==> config.mk <==
export PLATFORM = sky130hd
export DESIGN_NAME = slip_frame_decoder_flat
export DESIGN_NICKNAME = d
export VERILOG_FILES = /design/src/sv/sfd_pkg.sv /design/src/sv/sfd_rx_if.sv /design/src/sv/sfd_res_if.sv /design/src/sv/slip_frame_decoder.sv /design/src/flat_wrapper.sv
export VERILOG_INCLUDE_DIRS = /design/src /design/src/sv
export SDC_FILE = /design/constraint.sdc
export NUM_CORES = 1
export LEC_CHECK = 0
export ABC_AREA = 0
export BUFFER_PORTS_ARGS = -buffer_cell sky130_fd_sc_hd__buf_2
export CORE_MARGIN = 1
export CORE_UTILIZATION = 35
export CTS_CLUSTER_SIZE = 8
export DETAILED_ROUTE_END_ITERATION = 6
export GPL_ROUTABILITY_DRIVEN = 0
export PLACE_DENSITY = 0.52
export SETUP_SLACK_MARGIN = 0.3
export SLEW_MARGIN = 20
export SYNTH_ARGS = -nofsm -noshare
export SYNTH_HDL_FRONTEND = slang
export SYNTH_SLANG_ARGS = --single-unit
==> constraint.sdc <==
create_clock -name clk -period 3.36 [get_ports clk]
set_input_delay 0.168 -clock clk [delete_from_list [all_inputs] [get_ports clk]]
set_output_delay 0.168 -clock clk [all_outputs]
set_load 0.005 [all_outputs]
==> src/sv/slip_frame_decoder_assert.svh <==
// ----------------------------------------------------------------------------
// slip_frame_decoder_assert.svh
// assertion macros for the slip frame decoder
// ----------------------------------------------------------------------------
`ifndef SLIP_FRAME_DECODER_ASSERT_SVH
`define SLIP_FRAME_DECODER_ASSERT_SVH

`ifndef SYNTHESIS

// checked on every rising edge outside reset
`define SFD_ASSERT(label, clk, rst_n, prop, msg) \
    label: assert property (@(posedge clk) disable iff (!rst_n) (prop)) \
        else $error(msg);

// checked on every rising edge, reset included
`define SFD_ASSERT_ALWAYS(label, clk, prop, msg) \
    label: assert property (@(posedge clk) (prop)) \
        else $error(msg);

`else

`define SFD_ASSERT(label, clk, rst_n, prop, msg)
`define SFD_ASSERT_ALWAYS(label, clk, prop, msg)

`endif

`endif

==> src/sv/sfd_pkg.sv <==
// ----------------------------------------------------------------------------
// sfd_pkg
// types and codes shared by the slip frame decoder files
// ----------------------------------------------------------------------------
package sfd_pkg;

    // decoder mode codes
    localparam logic [1:0] MODE_IN_FRAME = 2'd0;
    localparam logic [1:0] MODE_ESCAPED  = 2'd1;
    localparam logic [1:0] MODE_UNSYNC   = 2'd2;

    // result kind codes
    localparam logic [1:0] KIND_DATA  = 2'd0;
    localparam logic [1:0] KIND_END   = 2'd1;
    localparam logic [1:0] KIND_ABORT = 2'd2;

    // configuration register indexes
    localparam logic [2:0] CFG_END_CODE            = 3'd0;
    localparam logic [2:0] CFG_ESCAPE_CODE         = 3'd1;
    localparam logic [2:0] CFG_ESCAPED_END_CODE    = 3'd2;
    localparam logic [2:0] CFG_ESCAPED_ESCAPE_CODE = 3'd3;
    localparam logic [2:0] CFG_START_IN_SYNC       = 3'd4;

    // configuration reset values
    localparam logic [7:0] END_CODE_RST            = 8'd192;
    localparam logic [7:0] ESCAPE_CODE_RST         = 8'd219;
    localparam logic [7:0] ESCAPED_END_CODE_RST    = 8'd220;
    localparam logic [7:0] ESCAPED_ESCAPE_CODE_RST = 8'd221;
    localparam logic       START_IN_SYNC_RST       = 1'b0;

    typedef logic [7:0] byte_t;
    typedef logic [1:0] kind_t;

    typedef struct packed {
        kind_t kind;
        byte_t data_byte;
    } result_t;

endpackage

==> src/sv/sfd_rx_if.sv <==
// ----------------------------------------------------------------------------
// sfd_rx_if
// received line byte channel, valid/ready handshake
// ----------------------------------------------------------------------------
interface sfd_rx_if;

    logic          valid;
    logic          ready;
    sfd_pkg::byte_t rx_byte;

    modport source (output valid, output rx_byte, input ready);
    modport sink   (input valid, input rx_byte, output ready);

endinterface

==> src/sv/sfd_res_if.sv <==
// ----------------------------------------------------------------------------
// sfd_res_if
// decoded result channel, valid/ready handshake
// ----------------------------------------------------------------------------
interface sfd_res_if;

    logic           valid;
    logic           ready;
    sfd_pkg::kind_t kind;
    sfd_pkg::byte_t data_byte;

    modport source (output valid, output kind, output data_byte, input ready);
    modport sink   (input valid, input kind, input data_byte, output ready);

endinterface

==> src/sv/slip_frame_decoder.sv <==
// ----------------------------------------------------------------------------
// slip_frame_decoder
// byte-serial slip frame decoder: unescapes payload bytes and reports
// frame ends and aborted frames
// ----------------------------------------------------------------------------
//
//  channel  dir  payload              transaction
//  -------  ---  -------------------  ------------------------------
//  rx       in   rx_byte[7:0]         one raw line byte
//  res      out  kind[1:0], data[7:0] data byte, frame end or abort
//  cfg      in   cfg_index, cfg_data  register write, no handshake
//
//  one byte accepted per cycle while rx.ready is high; the accepting edge
//  loads the input register, and the result register is loaded from it once
//  the result slot is free or drains.
//  the decoder mode register is the only loop in the decode logic.
//  a stalled result holds the result register; the input register then
//  fills and rx.ready drops only when both are occupied.
//  reset loads the default codes and puts the decoder out of sync.
//
`include "slip_frame_decoder_assert.svh"

module slip_frame_decoder (
    input  logic           clk,
    input  logic           rst_n,
    sfd_rx_if.sink         rx,
    sfd_res_if.source      res,
    input  logic           cfg_we,
    input  logic [2:0]     cfg_index,
    input  logic [7:0]     cfg_data
);

    // configuration
    sfd_pkg::byte_t end_code_reg;
    sfd_pkg::byte_t escape_code_reg;
    sfd_pkg::byte_t escaped_end_code_reg;
    sfd_pkg::byte_t escaped_escape_code_reg;

    // input register
    logic           in_valid_reg;
    sfd_pkg::byte_t in_byte_reg;

    // decoder mode
    logic [1:0]     mode_reg;
    logic [1:0]     mode_next;

    // result register
    logic             res_valid_reg;
    sfd_pkg::result_t res_reg;
    sfd_pkg::result_t res_next;
    logic             emit;

    logic advance;

    // the input register moves on when the result slot is free or drains
    assign advance  = in_valid_reg && (!res_valid_reg || res.ready);
    assign rx.ready = !in_valid_reg || advance;

    always_comb
    begin
        mode_next          = mode_reg;
        emit               = 1'b0;
        res_next.kind      = sfd_pkg::KIND_DATA;
        res_next.data_byte = '0;

        if (in_byte_reg == end_code_reg)
        begin
            // end byte wins in every mode
            mode_next     = sfd_pkg::MODE_IN_FRAME;
            emit          = (mode_reg == sfd_pkg::MODE_IN_FRAME) ||
                            (mode_reg == sfd_pkg::MODE_ESCAPED);
            res_next.kind = sfd_pkg::KIND_END;
        end
        else
        begin
            case (mode_reg)
                sfd_pkg::MODE_ESCAPED:
                begin
                    emit = 1'b1;
                    if (in_byte_reg == escaped_end_code_reg)
                    begin
                        mode_next          = sfd_pkg::MODE_IN_FRAME;
                        res_next.data_byte = end_code_reg;
                    end
                    else if (in_byte_reg == escaped_escape_code_reg)
                    begin
                        mode_next          = sfd_pkg::MODE_IN_FRAME;
                        res_next.data_byte = escape_code_reg;
                    end
                    else
                    begin
                        mode_next     = sfd_pkg::MODE_UNSYNC;
                        res_next.kind = sfd_pkg::KIND_ABORT;
                    end
                end
                sfd_pkg::MODE_IN_FRAME:
                begin
                    if (in_byte_reg == escape_code_reg)
                    begin
                        mode_next = sfd_pkg::MODE_ESCAPED;
                    end
                    else
                    begin
                        emit               = 1'b1;
                        res_next.data_byte = in_byte_reg;
                    end
                end
                default:
                begin
                    // out of sync, and the unused code: drop the byte
                    mode_next = sfd_pkg::MODE_UNSYNC;
                end
            endcase
        end
    end

    always_ff @(posedge clk or negedge rst_n)
    begin
        if (!rst_n)
        begin
            end_code_reg            <= sfd_pkg::END_CODE_RST;
            escape_code_reg         <= sfd_pkg::ESCAPE_CODE_RST;
            escaped_end_code_reg    <= sfd_pkg::ESCAPED_END_CODE_RST;
            escaped_escape_code_reg <= sfd_pkg::ESCAPED_ESCAPE_CODE_RST;
            mode_reg                <= sfd_pkg::START_IN_SYNC_RST ? sfd_pkg::MODE_IN_FRAME
                                                                  : sfd_pkg::MODE_UNSYNC;
            in_valid_reg            <= 1'b0;
            res_valid_reg           <= 1'b0;
        end
        else
        begin
            if (rx.ready)
            begin
                in_valid_reg <= rx.valid;
            end

            if (advance)
            begin
                mode_reg      <= mode_next;
                res_valid_reg <= emit;
            end
            else if (res.ready)
            begin
                res_valid_reg <= 1'b0;
            end

            if (cfg_we)
            begin
                case (cfg_index)
                    sfd_pkg::CFG_END_CODE:            end_code_reg <= cfg_data;
                    sfd_pkg::CFG_ESCAPE_CODE:         escape_code_reg <= cfg_data;
                    sfd_pkg::CFG_ESCAPED_END_CODE:    escaped_end_code_reg <= cfg_data;
                    sfd_pkg::CFG_ESCAPED_ESCAPE_CODE: escaped_escape_code_reg <= cfg_data;
                    sfd_pkg::CFG_START_IN_SYNC:
                    begin
                        mode_reg <= cfg_data[0] ? sfd_pkg::MODE_IN_FRAME
                                                : sfd_pkg::MODE_UNSYNC;
                    end
                    default:
                    begin
                    end
                endcase
            end
        end
    end

    // payload registers
    always_ff @(posedge clk)
    begin
        if (rx.valid && rx.ready)
        begin
            in_byte_reg <= rx.rx_byte;
        end
        if (advance && emit)
        begin
            res_reg <= res_next;
        end
    end

    assign res.valid     = res_valid_reg;
    assign res.kind      = res_reg.kind;
    assign res.data_byte = res_reg.data_byte;

    // an end byte leaves the decoder in frame absent a config write
    `SFD_ASSERT(a_end_resyncs, clk, rst_n,
        (advance && !cfg_we && in_byte_reg == end_code_reg)
            |=> (mode_reg == sfd_pkg::MODE_IN_FRAME),
        "end byte did not return decoder to in-frame mode")

    // an abort result drops sync absent a config write
    `SFD_ASSERT(a_abort_unsync, clk, rst_n,
        (advance && !cfg_we && emit && res_next.kind == sfd_pkg::KIND_ABORT)
            |=> (mode_reg == sfd_pkg::MODE_UNSYNC),
        "abort without loss of sync")

    // only data results carry a payload byte
    `SFD_ASSERT(a_ctrl_zero_data, clk, rst_n,
        (res_valid_reg && res_reg.kind != sfd_pkg::KIND_DATA)
            |-> (res_reg.data_byte == '0),
        "frame end or abort with nonzero data")

    // a stalled result keeps the queued byte in the input register
    `SFD_ASSERT(a_hold_queued, clk, rst_n,
        (in_valid_reg && res_valid_reg && !res.ready) |=> in_valid_reg,
        "queued byte lost while result stalled")

    // nothing is offered the cycle after a reset edge
    `SFD_ASSERT_ALWAYS(a_reset_empty, clk,
        !rst_n |=> (!res_valid_reg && !in_valid_reg),
        "pipeline not empty in reset")

endmodule

==> src/flat_wrapper.sv <==
// flat-port wrapper written by rule: the top's interface ports become plain ports
module slip_frame_decoder_flat 
  (clk, rst_n, cfg_we, cfg_index, cfg_data, rx_valid, rx_rx_byte, rx_ready, res_valid, res_kind, res_data_byte, res_ready);
  sfd_rx_if rx_i ();
  sfd_res_if res_i ();
  input  logic clk;
  input  logic rst_n;
  input  logic cfg_we;
  input  logic [2:0] cfg_index;
  input  logic [7:0] cfg_data;
  input wire logic [$bits(rx_i.valid)-1:0] rx_valid;
  input wire logic [$bits(rx_i.rx_byte)-1:0] rx_rx_byte;
  output wire logic [$bits(rx_i.ready)-1:0] rx_ready;
  output wire logic [$bits(res_i.valid)-1:0] res_valid;
  output wire logic [$bits(res_i.kind)-1:0] res_kind;
  output wire logic [$bits(res_i.data_byte)-1:0] res_data_byte;
  input wire logic [$bits(res_i.ready)-1:0] res_ready;
  assign rx_i.valid = rx_valid;
  assign rx_i.rx_byte = rx_rx_byte;
  assign rx_ready = rx_i.ready;
  assign res_valid = res_i.valid;
  assign res_kind = res_i.kind;
  assign res_data_byte = res_i.data_byte;
  assign res_i.ready = res_ready;
  slip_frame_decoder u_core (.clk(clk), .rst_n(rst_n), .rx(rx_i), .res(res_i), .cfg_we(cfg_we), .cfg_index(cfg_index), .cfg_data(cfg_data));
endmodule
-- Word level (Yosys, flattened, before mapping)
Index checks and enable logic that the tools add are counted.
- equal/unequal tests: 9
- bitwise gates (word level): 1
- mux-type cells: 19
- reductions and logical operators: 16
- operators with widths (cell ; count):
    $eq A8 B8 Y1 ; 4
    $mux W8 ; 3
    $mux W2 ; 8
    $pmux W8 S2 ; 1
    $reduce_and A2 Y1 ; 4
    $eq A3 B2 Y1 const B ; 2
    $mux W1 ; 5
    $pmux W2 S2 ; 1
    $eq A3 B1 Y1 const B ; 1
    $eq A3 B3 Y1 const B ; 1
    $logic_and A1 B1 Y1 ; 3
    $logic_not A3 Y1 ; 1
    $logic_or A1 B1 Y1 ; 3
    $eq A2 B1 Y1 const B ; 1
    $logic_not A1 Y1 ; 2
    $logic_not A2 Y1 ; 1
    $pmux W1 S2 ; 1
    $reduce_bool A2 Y1 ; 1
    $reduce_or A2 Y1 ; 1
    $not A1 Y1 ; 1
- register bits: 54
- output and inout port bits: 12

-- Longest topological paths before layout
Gate-level depths: netlist (run 1).
- depth after elaboration: 8
- mapped depth: 6
- depth with buffers taken out: 5

-- Least setup slack after synthesis (run 1)
Ideal clock, no wire load.
- path kind: flip-flop to flip-flop
- from: register u_core.in_byte_reg[6]
- to: register u_core.res_reg, in the netlist u_core.res.data_byte[0], enable pin
- library setup time: 0.291 ns
- data arrival time: 1.521 ns
- required time: 3.069 ns
- slack: 1.548 ns
- cell stages (with the launch flop): 7
- clock period less this slack: 1.812 ns
- path through: edfxtp_1 buf_4 xor2_1 nor4_1 nand2_1 o31ai_1 inv_1
- longest elaborated chain between the ends: 5
- elaborated cells between the ends (all ways): 6
- those cells by class: eq/ne (2); mux (3); reduce/logical (1)
- RTL lines (item ; line ; RTL):
    from (decl) ; slip_frame_decoder.sv:41 ; sfd_pkg::byte_t in_byte_reg;
    from (signal assigned) ; slip_frame_decoder.sv:172 ; in_byte_reg <= rx.rx_byte;
    $eq A8 B8 Y1 ; slip_frame_decoder.sv:98 ; if (in_byte_reg == escape_code_reg)
    $mux W1 ; slip_frame_decoder.sv:98 ;
    $pmux W1 S2 ; slip_frame_decoder.sv:76 ; case (mode_reg)
    $mux W1 * ; slip_frame_decoder.sv:66 ; if (in_byte_reg == end_code_reg)
    $logic_and A1 B1 Y1 * ; slip_frame_decoder.sv:174 ; if (advance && emit)
    to (signal assigned) ; slip_frame_decoder.sv:176 ; res_reg <= res_next;
    to (decl) ; slip_frame_decoder.sv:49 ; sfd_pkg::result_t res_reg;
Mark *: on every way between the ends. The rest lies on a longest branch, timed or not.
A chain may end at the register's enable or synchronous reset.

-- Final worst setup path (run 1)
- from: register u_core.in_byte_reg[7]
- to: register u_core.res_reg, in the netlist u_core.res.kind[0], enable pin
The elaborated chain is that of the path after synthesis.

==> results of run 1 <==
cell families (layout without fill, tap and decap cells):
| group | count (synthesis) | after routing | share of synthesized area |
|---|---|---|---|
| XOR/XNOR | 32 | 32 | 0.107 |
| AND/OR/NAND/NOR | 43 | 43 | 0.0884 |
| AO/OA/AOI/OAI | 23 | 23 | 0.0726 |
| flip-flops | 54 | 54 | 0.560 |
| buffers and inverters | 13 | 46 | 0.0306 |
| multiplexers | 33 | 33 | 0.141 |
through the flow:
step                       util  hold slack, ps  instances  area (sq um)  power [mW]
after global routing      0.407            10.1        330          2950        1.77
after floorplan               -            -128        198          2620        1.20
after global placement    0.393             328        321          2850        1.32
after detailed placement  0.393             320        321          2850        1.32
final                     0.407            28.5        330          2950        1.67
after CTS                 0.407            17.4        330          2950        1.70
what timing repair did:
action                                 4_1_cts  5_1_grt
endpoints found under the hold margin       16        0
hold buffers                                 1        0
setup buffers                                0        0
metal layers:
layer  routed length [um]  vias up  share of wire  track usage
met3                  179        5          0.033       0.0280
met2                 2450       38           0.46        0.236
met4                   40        0         0.0075       0.0528
li1                     -      774              -            -
met1                 2690      829           0.50        0.219
met5                    0        -              0            0
where the power goes:
group	total [mW]	internal [mW]	leakage, nW	switching, mW
sequential	0.957	0.852	0.578	0.105
clock	0.371	0.167	0.0482	0.204
combinational	0.345	0.188	0.476	0.157
total	1.67	1.21	1.10	0.466
cell type report:
type                            instances  area, sq um
Fill cell                             705         4300
Sequential cell                        54         1470
Multi-Input combinational cell        131         1070
Timing Repair Buffer                   37          193
Tap cell                               99          124
Clock buffer                            7         86.3
Clock inverter                          1         5.00
Inverter                                1         3.75
worst max-delay path by stage:
stage	from	cells past startpoint	end	slack [ps]
after global placement	u_core.in_byte_reg[1]$_DFFE_PP_	5	u_core.res.data_byte[6]$_SDFFCE_PN0P_	1280
after detailed placement	u_core.in_byte_reg[6]$_DFFE_PP_	5	u_core.res.data_byte[5]$_SDFFCE_PN0P_	1300
final	u_core.in_byte_reg[7]$_DFFE_PP_	5	u_core.res.kind[0]$_SDFFCE_PN1P_	1290
after CTS	u_core.in_byte_reg[7]$_DFFE_PP_	5	u_core.res.data_byte[5]$_SDFFCE_PN0P_	1290
after global routing	u_core.in_byte_reg[6]$_DFFE_PP_	5	u_core.res.data_byte[7]$_SDFFCE_PN0P_	1140
after floorplan	u_core.in_byte_reg[6]$_DFFE_PP_	6	u_core.res.data_byte[0]$_SDFFCE_PN0P_	1550
placed cells by master (no fill, tap or decap), drive strengths merged, types with 3 or more instances in the layout:
| cell type | n |
|---|---|
| clkbuf | 7 |
| xnor2 | 24 |
| nand2 | 13 |
| dfrtp | 16 |
| a32oi | 8 |
| nor2 | 6 |
| buf | 36 |
| mux2 | 32 |
| nand4 | 6 |
| nand2b | 3 |
| edfxtp | 18 |
| and2 | 3 |
| dfstp | 20 |
| xor2 | 8 |
| a21oi | 8 |
==> flow_metrics.tcl, run 1 <==
set metrics [dict create \
    cts_num_sinks 54 \
    dp_worst_setup_slack_ps 1300 \
    crit_buf_inv 1 \
    fin_nets 254 \
    yosys_most_used_dff "dfstp_2" \
    worstSetupEndpointType "register" \
    powerDensity_nw_per_um2 567 \
    fmax_ghz 0.482 \
    totalWireLength_um 5360 \
    worst_pin_slew_ps 838 \
    portBuffers 35 \
    fin_ws_ps 1290 \
    route.detailed.drc 0 \
    routed-via-count 1646 \
    reg2reg_from "u_core.in_byte_reg[7]$_DFFE_PP_" \
    cp_cell_sequence "xor2_1, nor4_1, nand2_1, o31ai_1, inv_1" \
    synth-seq-cells 54 \
    holdCritPathClass "in2reg" \
    wl_per_cell_um 16.2 \
    htreeDepth 2 \
    cts_buffers 5 \
    seq_area_frac_synth 0.560 \
    cts_tree "done" \
    clock_skew_ps 7.95 \
    drt-initial-drc-count 62 \
    yosysWarnings 0 \
    rows 31 \
    dp_hpwl_um 4090 \
    leakage_nw 1.10 \
    synthesis.area_sq_um 2620 \
    grt_pass1_wl_um 8890 \
    ioPinCount 36 \
    die_x_um 88.5 \
    clockBufferDepth 2 \
    setup_viol 0 \
    reg2reg_to "u_core.res.kind[0]$_SDFFCE_PN1P_" \
    path_delay_family "simple AND/OR/NAND/NOR gates" \
    synthDistinctLibCells 35 \
    synthTopCellsByArea "edfxtp_1 21%, dfstp_2 20%, dfrtp_1 15%, mux2_2 14%, xnor2_1 8.0%" \
    peakVddDrop_mv 0.224 \
    slew_violations 0 \
    grt_pass1_vias 1654 \
    synth.avg_cell_area_sq_um 13.2 \
    synth_top_area_frac 0.206 \
    crit_required_ps 3370 \
    core-area_sq_um 7250 \
    antenna_found_initial 0 \
    arrival_ps 2090 \
    rsz0062_at_grt "no" \
    drive_above_1_share 0.433 \
    cap_violations 0 \
    r2r_cells 5 \
    via_per_inst 4.99 \
    max_stage_delay_ps 510 \
    cts.clk_slew.worst_paths_ps 90 \
    syn_inst 198 \
    holdPathStages 1 \
    grt_max_degree 37 \
    synthArstFlopShare 0.667 \
    syn_nets 222 \
    min_from "rx_rx_byte[1]" \
    cts.repair.resized 0 \
    finalHoldViolCount 0 \
    setup_tns_ps 0 \
    crit_fanout 10 \
    cp-start-kind "register" \
    track_usage 0.154 \
    status "finished, final reports clean" \
    slew_headroom 0.439 \
    clock_latency_ps 310 \
    crit_type "reg2reg" \
    ant_nets 0 \
    r2r_slack_ps 1290 \
    yosysMostFrequentCell "mux2_2" \
    dr.pass1.iters 4 \
    fp.dieH_um 88.5 \
    min_to "u_core.in_byte_reg[1]$_DFFE_PP_" \
    yosysTopAreaCell "edfxtp_1" \
    min_period_over_period 0.617 \
    cts_root_buffer "clkbuf_8" \
    n_antenna_cell 0 \
    synthTopCellsByCount "32 x mux2_2, 24 x xnor2_1, 20 x dfstp_2" \
    overflow 0 \
    slowest_stage "edfxtp_1" \
    min_period_ps 2070 \
    synth_edf_count 18 \
    initial_core_util 0.361 \
    synthToLayoutAreaGrowth_pct 12.7 \
    dieArea_sq_um 7830 \
]
No activity file was read; power rests on OpenSTA's default activity.
==> inputs of run 2 (changes only) <==
--- a/config.mk
+++ b/config.mk
@@ -13,7 +13,7 @@
 export CTS_CLUSTER_SIZE = 8
 export DETAILED_ROUTE_END_ITERATION = 6
 export GPL_ROUTABILITY_DRIVEN = 0
-export PLACE_DENSITY = 0.52
+export PLACE_DENSITY = 0.54
 export SETUP_SLACK_MARGIN = 0.3
 export SLEW_MARGIN = 20
 export SYNTH_ARGS = -nofsm -noshare
==> constraint.sdc (replaced) <==
create_clock -name clk -period 1.73 [get_ports clk]
set_input_delay 0.0865 -clock clk [delete_from_list [all_inputs] [get_ports clk]]
set_output_delay 0.0865 -clock clk [all_outputs]
set_load 0.005 [all_outputs]
==> flow_metrics.tcl, run 2 (synthesized netlist as in run 1, its figures left out) <==
set metrics [dict create \
    status "finished, violations left" \
    violations "negative setup slack" \
    peakVddDrop_mv 0.438 \
    cts_buffers 5 \
    track_usage 0.164 \
    fin_nets 305 \
    cts.clk_slew.worst_paths_ps 100 \
    leakage_nw 1.46 \
    totalWireLength_um 5880 \
    core-area_sq_um 7250 \
    htreeDepth 2 \
    grt_pass1_vias 1841 \
    die_x_um 88.5 \
    cts_num_sinks 54 \
    rows 31 \
    cts_tree "done" \
    slew_violations 0 \
    crit_fanout 8 \
    grt_pass1_wl_um 9340 \
    drt-initial-drc-count 31 \
    clock_latency_ps 310 \
    clock_skew_ps 7.22 \
    portBuffers 35 \
    ioPinCount 36 \
    n_antenna_cell 0 \
    setup_tns_ps -1800 \
    powerDensity_nw_per_um2 1020 \
    drive_above_1_share 0.610 \
    grt_max_degree 37 \
    path_delay_family "flip-flops" \
    dieArea_sq_um 7830 \
    slowest_stage "edfxtp_1" \
    min_from "res_ready" \
    antenna_found_initial 0 \
    startpoint "u_core.in_byte_reg[1]$_DFFE_PP_" \
    crit_type "reg2reg" \
    path_depth 7 \
    clockBufferDepth 2 \
    fin_area_sq_um 3630 \
    min_period_over_period 1.08 \
    cap_violations 0 \
    slew_headroom 0.684 \
    cp_cell_sequence "buf_6, xnor2_2, and4_4, a2111oi_4, buf_6, nand2_4, a211oi_2" \
    final_cell_mix "35 x buf_2, 32 x mux2_2, 31 x buf_4, 20 x dfstp_2, 18 x edfxtp_1" \
    crit_buf_inv 2 \
    cp-start-kind "register" \
    ant_nets 0 \
    reg2reg_from "u_core.in_byte_reg[1]$_DFFE_PP_" \
    placed_area_sq_um 3140 \
    dr.pass1.iters 4 \
    crit_required_ps 1890 \
    routed-via-count 1837 \
    holdPathStages 3 \
    r2r_cells 7 \
    fin_ws_ps -133 \
    holdCritPathClass "in2reg" \
    worstSetupEndpointType "register" \
    arrival_ps 2020 \
    max_stage_delay_ps 480 \
    fp.dieH_um 88.5 \
    wl_per_cell_um 15.4 \
    dp_hpwl_um 4330 \
    mostFrequentLayoutCell "buf_2" \
    fillCellCount 683 \
    initial_core_util 0.361 \
    min_period_ps 1860 \
    overflow 0 \
    holdWs_ps 41.0 \
    setup_viol 22 \
    worst_pin_slew_ps 474 \
    rsz0062_at_grt "yes" \
    fmax_ghz 0.537 \
    dpl.cell_count 357 \
    synthToLayoutAreaGrowth_pct 38.7 \
    fin_cells 381 \
    route.detailed.drc 0 \
    finalHoldViolCount 0 \
    path_common_cell "buf_6" \
    via_per_inst 4.82 \
    cts_root_buffer "clkbuf_8" \
]
==> run 2: cell types whose count changed in the layout (fill, tap and decap cells not counted), sizes merged <==
cell / before / now
dlygate4sd3: 1 / 11
clkinvlp: 0 / 1
clkinv: 1 / 0
bufinv: 0 / 1
clkbuf: 7 / 5
inv: 1 / 2
buf: 36 / 77
==> run 2: per-layer routing <==
layer  vias to the layer above  global-route usage  part of all wire
li1                        878                   -                 -
met3                        13              0.0317             0.031
met1                       908               0.218              0.46
met5                         -                   0                 0
met2                        38               0.264              0.49
met4                         0              0.0645             0.022
==> run 2: path summary, 6_finish.rpt <==
check	endpoint	slack, ps
worst min-delay path	u_core.res.valid$_DFFE_PN0P_	40
max in group asynchronous	u_core.escaped_escape_code_reg[3]$_DFFE_PN1P_	1030
worst max-delay path	u_core.res.data_byte[0]$_SDFFCE_PN0P_	-130
worst max register to register	u_core.res.data_byte[0]$_SDFFCE_PN0P_	-130
worst min register to register	u_core.res.valid$_DFFE_PN0P_	540
min in group asynchronous	u_core.end_code_reg[5]$_DFFE_PN0P_	340
==> run 2: repair_timing <==
| action | in CTS | in global routing |
|---|---|---|
| endpoints found under the setup margin | 23 | 23 |
| gates cloned | 1 | 0 |
| gates resized for setup | 21 | 24 |
| hold buffers | 11 | 0 |
| buffers inserted | 3 | 1 |
| pin swaps | 4 | 12 |
| hold endpoints to repair | 26 | 0 |
==> run 2: tightest hold or removal path, delay by kind of cell <==
family / cells / cell delay (ps)
buffers and inverters: 1 / 80
AND/OR/NAND/NOR: 2 / 160
==> run 2: area by class of cell <==
type,instances,area (sq um),area share
Sequential cell,54,1470,0.404
Inverter,1,6.26,0.00172
Tap cell,99,124,0.0341
Clock inverter,3,43.8,0.0121
Timing Repair Buffer,88,642,0.177
Clock buffer,5,68.8,0.0190
Multi-Input combinational cell,131,1280,0.353
==> run 2: metrics by stage <==
| stage | setup WS [ps] | power (mW) | utilization |
|---|---|---|---|
| 2_1_floorplan | -13.6 | 2.36 | - |
| 3_3_place_gp | -176 | 2.70 | 0.433 |
| 3_5_place_dp | -160 | 2.71 | 0.433 |
| 4_1_cts | -125 | 3.65 | 0.480 |
| 5_1_grt | -220 | 3.90 | 0.501 |
| 6_report | -133 | 3.72 | 0.501 |
==> run 2: where the power goes <==
part | internal [mW] | leakage, nW | switching [mW]
logic | 0.590 | 0.823 | 0.427
clock network | 0.432 | 0.0547 | 0.428
registers | 1.65 | 0.578 | 0.185
total | 2.68 | 1.46 | 1.04
==> inputs of run 3 (changes only) <==
--- a/config.mk
+++ b/config.mk
@@ -13,7 +13,7 @@
 export CTS_CLUSTER_SIZE = 8
 export DETAILED_ROUTE_END_ITERATION = 6
 export GPL_ROUTABILITY_DRIVEN = 0
-export PLACE_DENSITY = 0.54
+export PLACE_DENSITY = 0.64
 export SETUP_SLACK_MARGIN = 0.3
 export SLEW_MARGIN = 20
 export SYNTH_ARGS = -nofsm -noshare
==> constraint.sdc (replaced) <==
create_clock -name clk -period 2.25 [get_ports clk]
set_input_delay 0.1125 -clock clk [delete_from_list [all_inputs] [get_ports clk]]
set_output_delay 0.1125 -clock clk [all_outputs]
set_load 0.005 [all_outputs]
==> flow_metrics.tcl, run 3 (synthesized netlist as in run 1, its figures left out) <==
set metrics [dict create \
    clock_latency_ps 300 \
    cap_violations 0 \
    powerDensity_nw_per_um2 792 \
    cts_buffers 5 \
    status "finished, final reports clean" \
    min_period_ps 1920 \
    initial_core_util 0.361 \
    track_usage 0.147 \
    dr.pass1.iters 4 \
    via_per_inst 4.82 \
    mostFrequentLayoutCell "buf_2" \
    highest_layer "met4" \
    route.met3.wl_um 186 \
    cts_tree "done" \
    crit_type "reg2reg" \
    clock_skew_ps 7.27 \
    wl_per_cell_um 14.8 \
    portBuffers 35 \
    drive_above_1_share 0.494 \
    die_x_um 88.5 \
    final_cell_mix "35 x buf_2, 32 x mux2_2, 23 x xnor2_1, 20 x dfstp_2, 18 x edfxtp_1" \
    slew_violations 0 \
    slowest_stage "edfxtp_1" \
    drt-initial-drc-count 42 \
    clockBufferDepth 2 \
    fp.dieH_um 88.5 \
    placed_area_sq_um 2920 \
    cts.clk_slew.worst_paths_ps 100 \
    fin_area_sq_um 3200 \
    grt_pass1_wl_um 8440 \
    rows 31 \
    worstSetupEndpointType "register" \
    setup_viol 0 \
    route.detailed.drc 0 \
    cts_num_sinks 54 \
    wl_met2_um 2310 \
    finalHoldViolCount 0 \
    grt_pass1_vias 1664 \
    cts_root_buffer "clkbuf_8" \
    grt_max_degree 37 \
    power_mw 2.53 \
    worst_pin_slew_ps 803 \
    drt-met1-wl_um 2690 \
    ant_nets 0 \
    overflow 0 \
    htreeDepth 2 \
    routed-via-count 1695 \
    fmax_ghz 0.521 \
    dp_hpwl_um 3960 \
    min_period_over_period 0.853 \
    arrival_ps 2050 \
    setup_tns_ps 0 \
    ioPinCount 36 \
    rsz0062_at_grt "yes" \
    slew_headroom 0.465 \
    crit_required_ps 2390 \
    holdCritPathClass "in2reg" \
    totalWireLength_um 5230 \
    crit_fanout 4 \
    fin_nets 276 \
    antenna_found_initial 0 \
    leakage_nw 1.22 \
    max_stage_delay_ps 430 \
    core-area_sq_um 7250 \
    peakVddDrop_mv 0.465 \
    n_antenna_cell 0 \
    cp_cell_sequence "buf_6, xnor2_1, and4_4, a2111oi_4, buf_4, nand2_2, a211oi_2" \
    cp-start-kind "register" \
    synthToLayoutAreaGrowth_pct 22.0 \
    dieArea_sq_um 7830 \
]
## run 3: changes by cell type in the layout (fill, tap and decap cells not counted), sizes merged
cell,previous run,this run
buf,77,50
clkinv,0,3
dlygate4sd3,11,9
bufinv,1,0
clkinvlp,1,0
inv,2,1
## run 3: worst paths after layout
path	from	to	slack (ps)	cells past startpoint
worst max-delay path	u_core.in_byte_reg[3]$_DFFE_PP_	u_core.res.data_byte[0]$_SDFFCE_PN0P_	330	7
worst min-delay path	cfg_data[0]	u_core.mode_reg[1]$_DFF_PN1_	10	2
worst max register to register	u_core.in_byte_reg[3]$_DFFE_PP_	u_core.res.data_byte[0]$_SDFFCE_PN0P_	330	7
worst min register to register	u_core.res.valid$_DFFE_PN0P_	u_core.res.valid$_DFFE_PN0P_	540	2
max in group asynchronous	rst_n	u_core.mode_reg[0]$_DFF_PN0_	1300	2
min in group asynchronous	rst_n	u_core.escaped_end_code_reg[5]$_DFFE_PN0P_	430	2
## run 3: critical path: cells and delay by family (launching register included)
family	cells	cell delay, ps
AOI/OAI and AO/OA	2	550
DFF	1	430
buffers and inverters	2	350
and+or+nand+nor	2	270
xor gates and xnor gates	1	140
## run 3: timing repair
item	CTS	global route
setup endpoints to repair	12	18
setup buffers	1	4
hold buffers	9	0
gates cloned	0	0
endpoints found under the hold margin	24	0
pin swaps	3	6
resized for setup	2	13
## run 3: stage by stage
step	utilization	instances	hold WS, ps	setup WS, ps
2_1_floorplan	-	198	-183	438
3_3_place_gp	0.402	330	239	159
3_5_place_dp	0.402	330	243	197
4_1_cts	0.429	348	2.91	304
5_1_grt	0.441	352	23.4	223
6_report	0.441	352	14.0	332
## run 3: power breakdown
group | switching, mW | internal, mW
Combinational | 0.260 | 0.319
Sequential | 0.150 | 1.27
Clock | 0.309 | 0.220
## run 3: area by class of cell
type | count | area [sq um]
clock inverter | 3 | 21.3
multi-input combinational | 131 | 1120
fill | 657 | 4060
tap | 99 | 124
timing repair buffer | 59 | 393
sequential | 54 | 1470
inverter | 1 | 3.75
clock buffer | 5 | 68.8
## run 3: per-layer routing
layer | vias up | track usage
li1 | 823 | -
met1 | 825 | 0.213
met2 | 42 | 0.224
met3 | 5 | 0.0308
met4 | 0 | 0.0396
met5 | - | 0
